## src/hdl/msfs_pkg.sv

```systemverilog
`timescale 1ns / 1ps
package msfs_pkg;

    localparam int CFG_INDEX_W = 3;
    localparam int CFG_DATA_W  = 16;
    localparam int S_TDATA_W   = 80;
    localparam int M_TDATA_W   = 16;

    // Motor timeout is 5000 ms less 30 ms for each percent of PWM
    localparam logic [15:0] MOTOR_TIMEOUT_BASE = 16'd5000;
    localparam logic [11:0] MOTOR_TIMEOUT_STEP = 12'd30;

    localparam logic [15:0] RST_MOTOR_CURRENT_LIMIT = 16'd10000;
    localparam logic [11:0] RST_SERVO_LEVEL_LIMIT   = 12'd20;
    localparam logic [15:0] RST_EXIT_HOLD_MS        = 16'd2000;
    localparam logic [15:0] RST_SERVO_WAIT_MS       = 16'd1000;
    localparam logic [15:0] RST_SERVO_AFTER_TRY_MS  = 16'd1000;
    localparam logic [7:0]  RST_SERVO_RETRY_LIMIT   = 8'd3;

    typedef enum logic [CFG_INDEX_W-1:0] {
        CFG_MOTOR_CURRENT_LIMIT = 3'd0,
        CFG_SERVO_LEVEL_LIMIT   = 3'd1,
        CFG_EXIT_HOLD_MS        = 3'd2,
        CFG_SERVO_WAIT_MS       = 3'd3,
        CFG_SERVO_AFTER_TRY_MS  = 3'd4,
        CFG_SERVO_RETRY_LIMIT   = 3'd5
    } cfg_index_t;

    typedef enum logic [2:0] {
        M_OK    = 3'd0,
        M_WAIT  = 3'd1,
        M_ACCEL = 3'd2,
        M_ERROR = 3'd3,
        M_EXIT  = 3'd4
    } motor_phase_t;

    typedef enum logic [1:0] {
        S_OK    = 2'd0,
        S_WAIT  = 2'd1,
        S_TRY   = 2'd2,
        S_ERROR = 2'd3
    } servo_phase_t;

    typedef enum logic {
        ACT_CHECK = 1'b0,
        ACT_CLEAR = 1'b1
    } action_t;

    typedef struct packed {
        logic [15:0] motor_current_limit;
        logic [11:0] servo_level_limit;
        logic [15:0] exit_hold_ms;
        logic [15:0] servo_wait_ms;
        logic [15:0] servo_after_try_ms;
        logic [7:0]  servo_retry_limit;
    } cfg_t;

    // First field in the highest bits
    typedef struct packed {
        action_t     action;
        logic        servo_blanked;
        logic        servo_check_on;
        logic        motor_check_on;
        logic [7:0]  servo_tries;
        logic [11:0] servo_level;
        logic [6:0]  motor_pwm;
        logic [15:0] motor_current;
        logic [31:0] now_ms;
    } item_t;

    localparam int ITEM_DATA_W = $bits(item_t) - 1;

    typedef struct packed {
        logic         halted;
        logic         servo_error_drive;
        logic         servo_fault_report;
        logic         motor_fault_report;
        logic         servo_timeout_reset_pulse;
        logic         servo_try_pulse;
        logic         motor_normal_pulse;
        logic         motor_try_pulse;
        servo_phase_t servo_phase;
        motor_phase_t motor_phase;
    } result_t;

    typedef struct packed {
        logic         fault_latched;
        logic [31:0]  servo_deadline;
        servo_phase_t servo_phase;
        logic [31:0]  motor_deadline;
        motor_phase_t motor_return_phase;
        motor_phase_t motor_phase;
    } state_t;

    localparam state_t STATE_CLEAR = '{
        fault_latched:      1'b0,
        servo_deadline:     32'd0,
        servo_phase:        S_OK,
        motor_deadline:     32'd0,
        motor_return_phase: M_OK,
        motor_phase:        M_OK
    };

    function automatic logic [15:0] motor_timeout(input logic [6:0] pwm);
        logic [11:0] prod;
        prod = 12'(pwm) * MOTOR_TIMEOUT_STEP;
        return MOTOR_TIMEOUT_BASE - 16'(prod);
    endfunction

    function automatic logic expired(input logic [31:0] deadline, input logic [31:0] now);
        return (deadline != 32'd0) && (deadline < now);
    endfunction

endpackage

```

## src/hdl/msfs_in_reg.sv

```systemverilog
`timescale 1ns / 1ps
module msfs_in_reg (
    input  logic                              aclk,
    input  logic                              aresetn,
    input  logic                              s_tvalid,
    output logic                              s_tready,
    input  logic [msfs_pkg::S_TDATA_W-1:0]    s_tdata,
    input  logic                              s_tuser,
    input  logic                              advance,
    output logic                              item_valid,
    output msfs_pkg::item_t                   item
);
    import msfs_pkg::*;

    logic  valid_reg;
    logic  valid_next;
    item_t item_reg;

    // Take an item if empty or if the held one moves this cycle
    assign s_tready   = !valid_reg || advance;
    assign valid_next = s_tvalid || (valid_reg && !advance);

    always_ff @(posedge aclk) begin
        if (!aresetn) begin
            valid_reg <= 1'b0;
        end else if (s_tready) begin
            valid_reg <= valid_next;
        end
    end

    always_ff @(posedge aclk) begin
        if (s_tvalid && s_tready) begin
            item_reg <= item_t'({s_tuser, s_tdata[ITEM_DATA_W-1:0]});
        end
    end

    assign item_valid = valid_reg;
    assign item       = item_reg;

endmodule

```

## src/hdl/msfs_step.sv

```systemverilog
`timescale 1ns / 1ps
module msfs_step (
    input  msfs_pkg::cfg_t    cfg,
    input  msfs_pkg::state_t  state,
    input  msfs_pkg::item_t   item,
    output msfs_pkg::state_t  state_next,
    output msfs_pkg::result_t result
);
    import msfs_pkg::*;

    logic        m_fault;
    logic        m_exp;
    logic        s_fault;
    logic        s_exp;
    logic [31:0] m_timeout_at;
    logic [31:0] exit_at;
    logic [31:0] s_wait_at;
    logic [31:0] s_after_at;
    logic        m_try;
    logic        m_norm;
    logic        m_rep;
    logic        s_try;
    logic        s_tor;
    logic        s_rep;

    assign m_fault      = item.motor_current > cfg.motor_current_limit;
    assign m_exp        = expired(state.motor_deadline, item.now_ms);
    assign s_fault      = (item.servo_level > cfg.servo_level_limit) && !item.servo_blanked;
    assign s_exp        = expired(state.servo_deadline, item.now_ms);
    assign m_timeout_at = item.now_ms + 32'(motor_timeout(item.motor_pwm));
    assign exit_at      = item.now_ms + 32'(cfg.exit_hold_ms);
    assign s_wait_at    = item.now_ms + 32'(cfg.servo_wait_ms);
    assign s_after_at   = item.now_ms + 32'(cfg.servo_after_try_ms);

    always_comb begin
        state_next = state;
        m_try  = 1'b0;
        m_norm = 1'b0;
        m_rep  = 1'b0;
        s_try  = 1'b0;
        s_tor  = 1'b0;
        s_rep  = 1'b0;
        if (item.action == ACT_CLEAR) begin
            state_next = STATE_CLEAR;
        end else if (!state.fault_latched) begin
            if (item.motor_check_on) begin
                unique case (state.motor_phase)
                    M_OK: begin
                        if (m_fault) begin
                            state_next.motor_phase    = M_WAIT;
                            state_next.motor_deadline = m_timeout_at;
                        end else begin
                            state_next.motor_deadline = 32'd0;
                        end
                    end
                    M_WAIT: begin
                        if (m_exp) begin
                            if (m_fault) begin
                                m_try                     = 1'b1;
                                state_next.motor_deadline = m_timeout_at;
                                state_next.motor_phase    = M_ACCEL;
                            end else begin
                                state_next.motor_deadline     = exit_at;
                                state_next.motor_phase        = M_EXIT;
                                state_next.motor_return_phase = M_WAIT;
                            end
                        end
                    end
                    M_ACCEL: begin
                        if (m_exp) begin
                            if (m_fault) begin
                                state_next.motor_phase    = M_ERROR;
                                state_next.motor_deadline = 32'd0;
                            end else begin
                                m_norm                        = 1'b1;
                                state_next.motor_deadline     = exit_at;
                                state_next.motor_phase        = M_EXIT;
                                state_next.motor_return_phase = M_ACCEL;
                            end
                        end
                    end
                    M_ERROR: begin
                        m_rep                    = 1'b1;
                        state_next.fault_latched = 1'b1;
                        if (!m_fault) begin
                            state_next.motor_deadline = 32'd0;
                        end
                    end
                    M_EXIT: begin
                        if (m_exp) begin
                            if (m_fault) begin
                                state_next.motor_deadline = exit_at;
                                state_next.motor_phase    = state.motor_return_phase;
                            end else begin
                                state_next.motor_phase    = M_OK;
                                state_next.motor_deadline = 32'd0;
                            end
                        end
                    end
                    default: ;
                endcase
            end
            if (item.servo_check_on) begin
                unique case (state.servo_phase)
                    S_OK: begin
                        if (s_fault) begin
                            state_next.servo_phase    = S_WAIT;
                            state_next.servo_deadline = s_wait_at;
                        end
                    end
                    S_WAIT: begin
                        if (s_exp) begin
                            if (s_fault) begin
                                if (item.servo_tries > cfg.servo_retry_limit) begin
                                    state_next.servo_phase = S_ERROR;
                                end else begin
                                    s_try                     = 1'b1;
                                    state_next.servo_deadline = s_after_at;
                                    state_next.servo_phase    = S_TRY;
                                end
                            end else begin
                                state_next.servo_deadline = exit_at;
                                state_next.servo_phase    = S_OK;
                            end
                        end
                    end
                    S_TRY: begin
                        if (s_exp) begin
                            state_next.servo_phase    = S_OK;
                            state_next.servo_deadline = 32'd0;
                            s_tor                     = !s_fault;
                        end
                    end
                    S_ERROR: begin
                        s_rep                     = 1'b1;
                        state_next.fault_latched  = 1'b1;
                        state_next.servo_deadline = 32'd0;
                    end
                    default: ;
                endcase
            end
        end
    end

    always_comb begin
        result.motor_phase               = state_next.motor_phase;
        result.servo_phase               = state_next.servo_phase;
        result.motor_try_pulse           = m_try;
        result.motor_normal_pulse        = m_norm;
        result.servo_try_pulse           = s_try;
        result.servo_timeout_reset_pulse = s_tor;
        result.motor_fault_report        = m_rep;
        result.servo_fault_report        = s_rep;
        result.servo_error_drive         = m_rep;
        result.halted                    = state_next.fault_latched;
    end

endmodule

```

## src/hdl/motor_servo_fault_supervisor_core.sv

```systemverilog
`timescale 1ns / 1ps
// Motor and servo fault supervisor.
// The slave channel carries one item per periodic check or clear command:
// s_tuser selects the action (0 check, 1 clear), s_tdata holds the time,
// motor and servo measurements and the enable flags. For every item one
// result leaves on the master channel with both supervisor phases, the
// command pulses, the fault reports and the halted flag.
// Limits and hold times are written through cfg_wr_en / cfg_index /
// cfg_wdata while no item is in flight; indexes 6 and 7 are ignored.
// An item waits in the input register and the supervisor step runs between
// that register and the result register, which drives m_tvalid. The
// supervisor state updates in the same cycle as the result register, so one
// item per cycle is sustained while m_tready stays high. When m_tready is low
// with a result pending, the result holds and the input register holds its
// item; s_tready stays high until the input register is occupied as well.
// Reset (aresetn low, synchronous) empties both registers, returns both
// supervisors to ok with no timers running, clears the latch and loads the
// default limits.
module motor_servo_fault_supervisor_core (
    input  logic                                aclk,
    input  logic                                aresetn,
    input  logic                                s_tvalid,
    output logic                                s_tready,
    // [31:0] now_ms, [47:32] motor_current, [54:48] motor_pwm,
    // [66:55] servo_level, [74:67] servo_tries, [75] motor_check_on,
    // [76] servo_check_on, [77] servo_blanked, [79:78] unused
    input  logic [msfs_pkg::S_TDATA_W-1:0]      s_tdata,
    // [0] action
    input  logic                                s_tuser,
    output logic                                m_tvalid,
    input  logic                                m_tready,
    // [2:0] motor_phase, [4:3] servo_phase, [5] motor_try_pulse,
    // [6] motor_normal_pulse, [7] servo_try_pulse, [8] servo_timeout_reset_pulse,
    // [9] motor_fault_report, [10] servo_fault_report, [11] servo_error_drive,
    // [12] halted, [15:13] zero
    output logic [msfs_pkg::M_TDATA_W-1:0]      m_tdata,
    input  logic                                cfg_wr_en,
    input  logic [msfs_pkg::CFG_INDEX_W-1:0]    cfg_index,
    input  logic [msfs_pkg::CFG_DATA_W-1:0]     cfg_wdata
);
    import msfs_pkg::*;

    cfg_t    cfg_reg;
    state_t  state_reg;
    state_t  state_next;
    result_t result_next;
    result_t result_reg;
    logic    out_valid_reg;
    logic    item_valid;
    item_t   item;
    logic    advance;

    // Move the held item through when the result register is free
    assign advance = !out_valid_reg || m_tready;

    msfs_in_reg u_in_reg (
        .aclk       (aclk),
        .aresetn    (aresetn),
        .s_tvalid   (s_tvalid),
        .s_tready   (s_tready),
        .s_tdata    (s_tdata),
        .s_tuser    (s_tuser),
        .advance    (advance),
        .item_valid (item_valid),
        .item       (item)
    );

    msfs_step u_step (
        .cfg        (cfg_reg),
        .state      (state_reg),
        .item       (item),
        .state_next (state_next),
        .result     (result_next)
    );

    always_ff @(posedge aclk) begin
        if (!aresetn) begin
            cfg_reg.motor_current_limit <= RST_MOTOR_CURRENT_LIMIT;
            cfg_reg.servo_level_limit   <= RST_SERVO_LEVEL_LIMIT;
            cfg_reg.exit_hold_ms        <= RST_EXIT_HOLD_MS;
            cfg_reg.servo_wait_ms       <= RST_SERVO_WAIT_MS;
            cfg_reg.servo_after_try_ms  <= RST_SERVO_AFTER_TRY_MS;
            cfg_reg.servo_retry_limit   <= RST_SERVO_RETRY_LIMIT;
        end else if (cfg_wr_en) begin
            unique case (cfg_index_t'(cfg_index))
                CFG_MOTOR_CURRENT_LIMIT: cfg_reg.motor_current_limit <= cfg_wdata;
                CFG_SERVO_LEVEL_LIMIT:   cfg_reg.servo_level_limit   <= cfg_wdata[11:0];
                CFG_EXIT_HOLD_MS:        cfg_reg.exit_hold_ms        <= cfg_wdata;
                CFG_SERVO_WAIT_MS:       cfg_reg.servo_wait_ms       <= cfg_wdata;
                CFG_SERVO_AFTER_TRY_MS:  cfg_reg.servo_after_try_ms  <= cfg_wdata;
                CFG_SERVO_RETRY_LIMIT:   cfg_reg.servo_retry_limit   <= cfg_wdata[7:0];
                default: ;
            endcase
        end
    end

    always_ff @(posedge aclk) begin
        if (!aresetn) begin
            state_reg     <= STATE_CLEAR;
            out_valid_reg <= 1'b0;
        end else if (advance) begin
            out_valid_reg <= item_valid;
            if (item_valid) begin
                state_reg <= state_next;
            end
        end
    end

    always_ff @(posedge aclk) begin
        if (advance && item_valid) begin
            result_reg <= result_next;
        end
    end

    assign m_tvalid = out_valid_reg;
    assign m_tdata  = M_TDATA_W'(result_reg);

    // The pending result always reflects the latest supervisor state
    a_result_matches_state: assert property (@(posedge aclk) disable iff (!aresetn)
        out_valid_reg |-> (result_reg.halted == state_reg.fault_latched)
                          && (result_reg.motor_phase == state_reg.motor_phase)
                          && (result_reg.servo_phase == state_reg.servo_phase))
        else $error("result register out of step with supervisor state");

    a_state_holds_on_stall: assert property (@(posedge aclk) disable iff (!aresetn)
        !(advance && item_valid) |=> $stable(state_reg))
        else $error("supervisor state changed without a processed item");

    a_motor_report_in_error: assert property (@(posedge aclk) disable iff (!aresetn)
        (out_valid_reg && result_reg.motor_fault_report)
            |-> (result_reg.motor_phase == M_ERROR) && result_reg.halted)
        else $error("motor fault reported outside error phase");

    a_servo_report_latches: assert property (@(posedge aclk) disable iff (!aresetn)
        (out_valid_reg && result_reg.servo_fault_report)
            |-> (result_reg.servo_phase == S_ERROR) && result_reg.halted
                && (state_reg.servo_deadline == 32'd0))
        else $error("servo fault report without a latch");

    a_cfg_no_effect_on_state: assert property (@(posedge aclk) disable iff (!aresetn)
        (!item_valid) |=> $stable(state_reg))
        else $error("supervisor state moved with no item held");

endmodule

```

## config.mk

```make
export PLATFORM = sky130hd
export DESIGN_NAME = motor_servo_fault_supervisor_core
export DESIGN_NICKNAME = d
export VERILOG_FILES = /design/src/hdl/msfs_pkg.sv /design/src/hdl/msfs_in_reg.sv /design/src/hdl/msfs_step.sv /design/src/hdl/motor_servo_fault_supervisor_core.sv
export SDC_FILE = /design/constraint.sdc
export NUM_CORES = 1
export LEC_CHECK = 0
export ABC_CLOCK_PERIOD_IN_PS = 5800
export BUFFER_PORTS_ARGS = -buffer_cell sky130_fd_sc_hd__buf_4
export CORE_ASPECT_RATIO = 0.6
export CORE_MARGIN = 2
export CORE_UTILIZATION = 62
export DETAILED_ROUTE_END_ITERATION = 8
export MAX_ROUTING_LAYER = met4
export PLACE_DENSITY = 0.82
export SYNTH_ARGS = -nofsm -noshare
export SYNTH_HDL_FRONTEND = slang
export SYNTH_SLANG_ARGS = --single-unit
export TNS_END_PERCENT = 5
```

## constraint.sdc

```tcl
create_clock -name aclk -period 5.8 [get_ports aclk]
set_input_delay 0.29 -clock aclk [delete_from_list [all_inputs] [get_ports aclk]]
set_output_delay 0.29 -clock aclk [all_outputs]
set_load 0.02 [all_outputs]
```

==> results of run 1 <==
==> area by class of cell <==
type	instances	area share, %
Antenna cell	1	0.0131
Clock buffer	35	3.73
Clock inverter	9	0.498
Inverter	114	2.24
Multi-Input combinational cell	1398	50.9
Sequential cell	249	30.9
Tap cell	352	2.31
Timing Repair Buffer	215	9.48
==> through the flow <==
stage                     hold slack, ps  power [mW]  setup slack [ps]  util (%)  std cells
final                               22.9        5.31               277      74.7       2373
after global routing                30.0        5.52             -32.2      74.7       2373
after CTS                           17.1        5.19              9.78      74.5       2369
after detailed placement             458        3.52              17.5      68.2       2246
after global placement               454        3.45               317      68.2       2246
after floorplan                      389        3.09               772         -       1832
==> power breakdown <==
group	switching [mW]	internal, mW	total, mW
logic	0.999	0.702	1.70
registers	0.0731	1.88	1.95
clock network	0.712	0.942	1.65
total	1.78	3.52	5.31
==> tightest hold or removal path, delay by kind of cell <==
family,cells,cell delay (ps)
simple gates,1,110
buf+inv,1,90
compound gates,1,40
==> per-layer routing <==
layer,up-vias,part of all wire (%),global-route usage [%]
li1,7039,-,-
met1,7258,44,57.3
met2,917,39,53.2
met3,99,15,13.6
met4,0,1.7,7.64
met5,-,0,-
==> placed cells by master, fill, tap and decap left out, drive strengths merged, types with 24 or more instances in the layout <==
master / n
nor4: 30
a21boi: 70
clkbuf: 35
dlygate4sd3: 79
dfxtp: 158
nand3: 60
nor2: 78
inv: 115
xnor2: 50
xor2: 26
ha: 174
a211oi: 24
a21o: 37
buf: 136
a21oi: 117
nor3: 36
o21ai: 92
edfxtp: 91
nand2: 277
a22oi: 24
==> cell families after synthesis <==
family          Yosys count
fa+ha+maj               189
buf+inv                 185
flops                   249
mux                       7
simple gates            589
other cells               1
compound gates          534
xor+xnor                 76
==> timing repair <==
item                                    CTS  global route
hold buffers                             79             0
pin swaps                                 0             3
hold endpoints to repair                 79             0
endpoints found under the setup margin    1            16
setup buffers                             0             3
resized for setup                         1             9
==> path summary, 6_finish.rpt <==
kind | start | end | slack (ps) | cells past startpoint
worst min-delay path | s_tvalid | u_in_reg.item_valid | 20 | 3
worst min register to register | cfg_reg[63] | cfg_reg[63] | 470 | 2
worst max-delay path | u_in_reg.item[48] | state_reg[33] | 280 | 20
worst max register to register | u_in_reg.item[48] | state_reg[33] | 280 | 20
==> results.sh, run 1 <==
export IMPL_power_leakage_nw=7.89
export IMPL_synth_simple_area_share_pct=16.7
export IMPL_post_synth_mux_area_share_pct=0.445
export IMPL_most_common_cell_in_the_netlist="sky130_fd_sc_hd__nand2_1"
export IMPL_worstSkewPairLatency_ps=560
export IMPL_synth_top_cell_by_area="sky130_fd_sc_hd__dfxtp_1"
export IMPL_crit_fanout=8
export IMPL_antenna_found_initial=1
export IMPL_synth_compound_area_share_pct=22.8
export IMPL_xor_and_xnor_area_share_after_synthesis_pct=4.08
export IMPL_ys_async_rst_share_pct=0
export IMPL_fmax_ghz=0.181
export IMPL_power_per_cell_area_nw_per_um2=278
export IMPL_floorplan_die_area_um2=27600
export IMPL_class_of_the_most_critical_hold_timing_path="input port to flop"
export IMPL_via_per_inst=6.45
export IMPL_clock_tree_htree_level_count=1
export IMPL_setup_worst_path_start_class="flop"
export IMPL_overall_track_demand_over_capacity_in_global_routing_pct=39.6
export IMPL_grt_pass1_vias=14300
export IMPL_critical_path_class="flop to flop"
export IMPL_drt_total_wl_um=53400
export IMPL_final_cell_area_um2=19100
export IMPL_post_synth_top_area_fraction_pct=19.4
export IMPL_synth_adder_area_share_pct=15.2
export IMPL_floorplan_initialDensity_pct=63.8
export IMPL_synthDistinctLibCells=86
export IMPL_cp_required_ps=6220
export IMPL_final_max_slew_viol_count=0
export IMPL_yosysSeqAreaShare_pct=36.2
export IMPL_sequential_cell_area_um2=5900
export IMPL_drc=0
export IMPL_ys_seq_elements=249
export IMPL_io_buffers=117
export IMPL_synthTopCellsByArea="sky130_fd_sc_hd__dfxtp_1 19%, sky130_fd_sc_hd__edfxtp_1 17%, sky130_fd_sc_hd__ha_1 13%"
export IMPL_detail_route_iter0_violations=2179
export IMPL_ctsLongestPathBuffers=3
export IMPL_final_setup_tns_ps=0
export IMPL_drtPass1Iterations=7
export IMPL_gp_congestion=1.07
export IMPL_slew_headroom_pct=16.9
export IMPL_tightestPinTransition_ps=1240
export IMPL_critPathMaxStageDelay_ps=560
export IMPL_syn2layout_area_growth_pct=17.2
export IMPL_chipHeight_um=130
export IMPL_clock_sink_count=249
export IMPL_cts_root_buffer="sky130_fd_sc_hd__clkbuf_16"
export IMPL_vias=15300
export IMPL_pin_count=123
export IMPL_run_status="completed"
export IMPL_grt_setup_unrepaired="true"
export IMPL_grt_start_max_net_pins=96
export IMPL_final_min_period_over_clock_period_pct=95.2
export IMPL_power_ir_vdd_worst_v=0.000266
export IMPL_globalRouteOverflowTotal=0
export IMPL_n_fill_cell=1868
export IMPL_synthTopCellsByCount="277 x sky130_fd_sc_hd__nand2_1, 174 x sky130_fd_sc_hd__ha_1, 158 x sky130_fd_sc_hd__dfxtp_1, 114 x sky130_fd_sc_hd__a21oi_1, 113 x sky130_fd_sc_hd__inv_1"
export IMPL_post_synthesis_cell_count=1830
export IMPL_synth_main_ff_cell="sky130_fd_sc_hd__dfxtp_1"
export IMPL_multi_input_comb_area_um2=9720
export IMPL_synth_top_family_by_area="compound AO/OA/AOI/OAI gates"
export IMPL_worstPathArrival_ps=5940
export IMPL_die_w_um=213
export IMPL_placement_rows=45
export IMPL_final_antenna_net_count=0
export IMPL_place_hpwl_um=39700
export IMPL_finalSetupViolations=0
export IMPL_postPlaceCellArea_um2=17400
export IMPL_synth_enable_flop_cells=91
export IMPL_cell_class_contributing_the_biggest_share_of_worst_path_delay="adder cells"
export IMPL_clock_pin_slew_reported_for_the_worst_setup_and_hold_paths_after_clock_tree_synthesis_ps=70
export IMPL_critical_path_slowest_cell="sky130_fd_sc_hd__fa_1"
export IMPL_timing_critical_path_cells="fa_1 -> fa_1 -> inv_1 -> fa_1 -> inv_1 -> a21oi_1 -> o21ai_1 -> a21oi_1 -> o21bai_1 -> xor2_1 -> nor3b_2 -> xor2_1 -> ha_1 -> and2_1 -> a211oi_1 -> o31ai_2 -> nand4_1 -> a22o_2 -> o211ai_1 -> o311ai_1"
export IMPL_tritoncts_clock_tree="yes"
export IMPL_largest_reg_flops=84
export IMPL_grt_pass1_wl_um=80600
export IMPL_maxCapViolations=0
export IMPL_finalHoldViolCount=0
export IMPL_skew_ps=23.8
export IMPL_routedWlPerCell_um=22.5
export IMPL_syn_mean_instance_area_um2=8.91
export IMPL_yosys_warnings=0
export IMPL_post_route_cells_drive_above_1_share_pct=10.4
export IMPL_endpoint_kind="flop"
export IMPL_worst_path_most_repeated_cell="sky130_fd_sc_hd__fa_1"
export IMPL_critPathBufInv=2
export IMPL_timing_final_crit_period_ps=5520
export IMPL_core_region_area_um2=25600
export IMPL_post_synth_instance_area_um2=16300
export IMPL_fin_nets=2296
export IMPL_cts_made_buffers=24
No activity file was read; power rests on OpenSTA's default activity.
==> run 2, diff against run 1 <==
==> constraint.sdc (replaced) <==
create_clock -name aclk -period 5.8 [get_ports aclk]
set_input_delay 1.16 -clock aclk [delete_from_list [all_inputs] [get_ports aclk]]
set_output_delay 1.16 -clock aclk [all_outputs]
set_load 0.02 [all_outputs]
==> run 2 against run 1 <==
Effect of this change: worst hold slack gained 450 ps; register-to-register slack gained 120 ps; sequential share of layout area up 1.2 points; via count fell by 2.5%; power is essentially flat; clock-buffer cell count increased by 3; sequential power about the same; critical path depth grew 1; highest routed layer unchanged.
==> results.sh, run 2 (synthesized netlist as in run 1, its figures left out) <==
export IMPL_run_status="completed"
export IMPL_core_region_area_um2=25600
export IMPL_slew_headroom_pct=12.5
export IMPL_timing_final_crit_period_ps=5410
export IMPL_hold_path_cell_count=2
export IMPL_io_buffers=117
export IMPL_class_of_the_most_critical_hold_timing_path="flop to flop"
export IMPL_ctsLongestPathBuffers=3
export IMPL_clock_pin_slew_reported_for_the_worst_setup_and_hold_paths_after_clock_tree_synthesis_ps=70
export IMPL_clock_sink_count=249
export IMPL_grt_pass1_wl_um=78300
export IMPL_multi_input_comb_area_um2=9710
export IMPL_worstRegToRegCells=21
export IMPL_worst_r2r_setup_slack_ps=390
export IMPL_final_min_period_over_clock_period_pct=93.2
export IMPL_share_of_the_core_filled_with_cells_in_the_final_layout_pct=71.9
export IMPL_die_w_um=213
export IMPL_finalHoldViolCount=0
export IMPL_whs_ps=469
export IMPL_grt_start_max_net_pins=105
export IMPL_drt_total_wl_um=51800
export IMPL_endpoint_kind="flop"
export IMPL_power_ir_vdd_worst_v=0.000241
export IMPL_r2r_end="state_reg[31]"
export IMPL_tightestPinTransition_ps=1310
export IMPL_crit_fanout=5
export IMPL_tritoncts_clock_tree="yes"
export IMPL_final_antenna_net_count=0
export IMPL_cts_hold_fix_buffers=0
export IMPL_worstSkewPairLatency_ps=540
export IMPL_n_fill_cell=1945
export IMPL_final_common_cell="sky130_fd_sc_hd__nand2_1"
export IMPL_clock_tree_htree_level_count=1
export IMPL_cts_made_buffers=24
export IMPL_hold_path_startpoint="cfg_reg[73]"
export IMPL_largest_reg_flops=84
export IMPL_critical_path_reg2reg_startpoint="u_in_reg.item[49]"
export IMPL_pin_count=123
export IMPL_gp_congestion=1.10
export IMPL_placed_cells_incl_taps=2246
export IMPL_placement_rows=45
export IMPL_skew_ps=13.1
export IMPL_routedWlPerCell_um=22.6
export IMPL_overall_track_demand_over_capacity_in_global_routing_pct=38.7
export IMPL_hold_path_end="cfg_reg[73]"
export IMPL_finalNonFillerCells=2293
export IMPL_final_cell_mix="277 x sky130_fd_sc_hd__nand2_1, 174 x sky130_fd_sc_hd__ha_1, 158 x sky130_fd_sc_hd__dfxtp_1, 135 x sky130_fd_sc_hd__buf_4, 114 x sky130_fd_sc_hd__a21oi_1"
export IMPL_worstPathArrival_ps=5790
export IMPL_chipHeight_um=130
export IMPL_antenna_found_initial=1
export IMPL_globalRouteOverflowTotal=0
export IMPL_via_per_inst=6.51
export IMPL_syn2layout_area_growth_pct=12.7
export IMPL_cp_required_ps=6190
export IMPL_maxCapViolations=0
export IMPL_fin_nets=2216
export IMPL_post_route_cells_drive_above_1_share_pct=10.8
export IMPL_detail_route_iter0_violations=2022
export IMPL_power_leakage_nw=7.60
export IMPL_critical_path_class="flop to flop"
export IMPL_fmax_ghz=0.185
export IMPL_final_max_slew_viol_count=0
export IMPL_sequential_cell_area_um2=5900
export IMPL_place_hpwl_um=39800
export IMPL_finalSetupViolations=0
export IMPL_power_per_cell_area_nw_per_um2=289
export IMPL_drc=0
export IMPL_cts_root_buffer="sky130_fd_sc_hd__clkbuf_16"
export IMPL_drtPass1Iterations=5
export IMPL_floorplan_die_area_um2=27600
export IMPL_setup_worst_path_start_class="flop"
export IMPL_vias=14900
export IMPL_floorplan_initialDensity_pct=63.8
export IMPL_grt_pass1_vias=13700
[run 2: worst max-delay path, cell delays in order (launching register included)]
cell and delay, ps:
sky130_fd_sc_hd__edfxtp_1 490, sky130_fd_sc_hd__fa_1 540, sky130_fd_sc_hd__fa_1 540, sky130_fd_sc_hd__inv_1 70, sky130_fd_sc_hd__fa_1 440, sky130_fd_sc_hd__inv_1 70, sky130_fd_sc_hd__a21oi_1 60, sky130_fd_sc_hd__o21ai_1 180
sky130_fd_sc_hd__a21oi_1 120, sky130_fd_sc_hd__o21bai_2 160, sky130_fd_sc_hd__xor2_1 250, sky130_fd_sc_hd__nor3b_2 260, sky130_fd_sc_hd__xor2_1 250, sky130_fd_sc_hd__ha_1 300, sky130_fd_sc_hd__and2_1 190, sky130_fd_sc_hd__a211oi_1 380
sky130_fd_sc_hd__o31ai_2 160, sky130_fd_sc_hd__nand4_1 220, sky130_fd_sc_hd__nor3_4 90, sky130_fd_sc_hd__buf_4 180, sky130_fd_sc_hd__o211ai_1 180, sky130_fd_sc_hd__o311ai_1 120
[run 2: worst max path at each step]
| stage | from | to | cells past startpoint |
|---|---|---|---|
| CTS | u_in_reg.item[49] | state_reg[35] | 20 |
| global route | u_in_reg.item[48] | state_reg[35] | 20 |
| global placement | u_in_reg.item[49] | state_reg[27] | 20 |
| finish | u_in_reg.item[49] | state_reg[31] | 21 |
| detailed placement | u_in_reg.item[49] | state_reg[35] | 20 |
| floorplan | u_in_reg.item[49] | state_reg[27] | 20 |
[run 2: cell type report]
type	instances	area share, %
flip-flops and latches	249	32.1
repair buffers	135	5.52
clock inverters	6	0.586
clock buffers	38	4.19
inverters	114	2.33
multi-input cells	1398	52.9
diodes	1	0.0136
well taps	352	2.40
[run 2: repair_timing]
action,4_1_cts,5_1_grt
buffers inserted,0,2
gates resized for setup,0,8
endpoints found under the setup margin,0,16
[run 2: where the power goes]
| group | internal [mW] | leakage (nW) | total, mW | switching (mW) |
|---|---|---|---|---|
| clock | 1.04 | 0.432 | 1.75 | 0.705 |
| combinational | 0.654 | 5.00 | 1.60 | 0.942 |
| sequential | 1.88 | 2.17 | 1.96 | 0.0792 |
[run 2: stage by stage]
step / power (mW) / TNS, ps / cell area (um^2) / setup slack [ps]
CTS: 5.22 / 0 / 18300 / 3.83
global placement: 3.44 / 0 / 17400 / 259
detailed placement: 3.49 / 0 / 17400 / 39.8
finish: 5.30 / 0 / 18400 / 395
floorplan: 3.09 / 0 / 16300 / 772
global route: 5.54 / -2.62 / 18400 / -2.62
[run 2: routing by layer]
layer | global-route usage, % | vias to the layer above | share of wire, %
li1 | - | 6887 | -
met1 | 56.3 | 7122 | 45
met2 | 49.8 | 841 | 38
met3 | 15.7 | 78 | 16
met4 | 6.94 | 0 | 1.5
met5 | - | - | 0
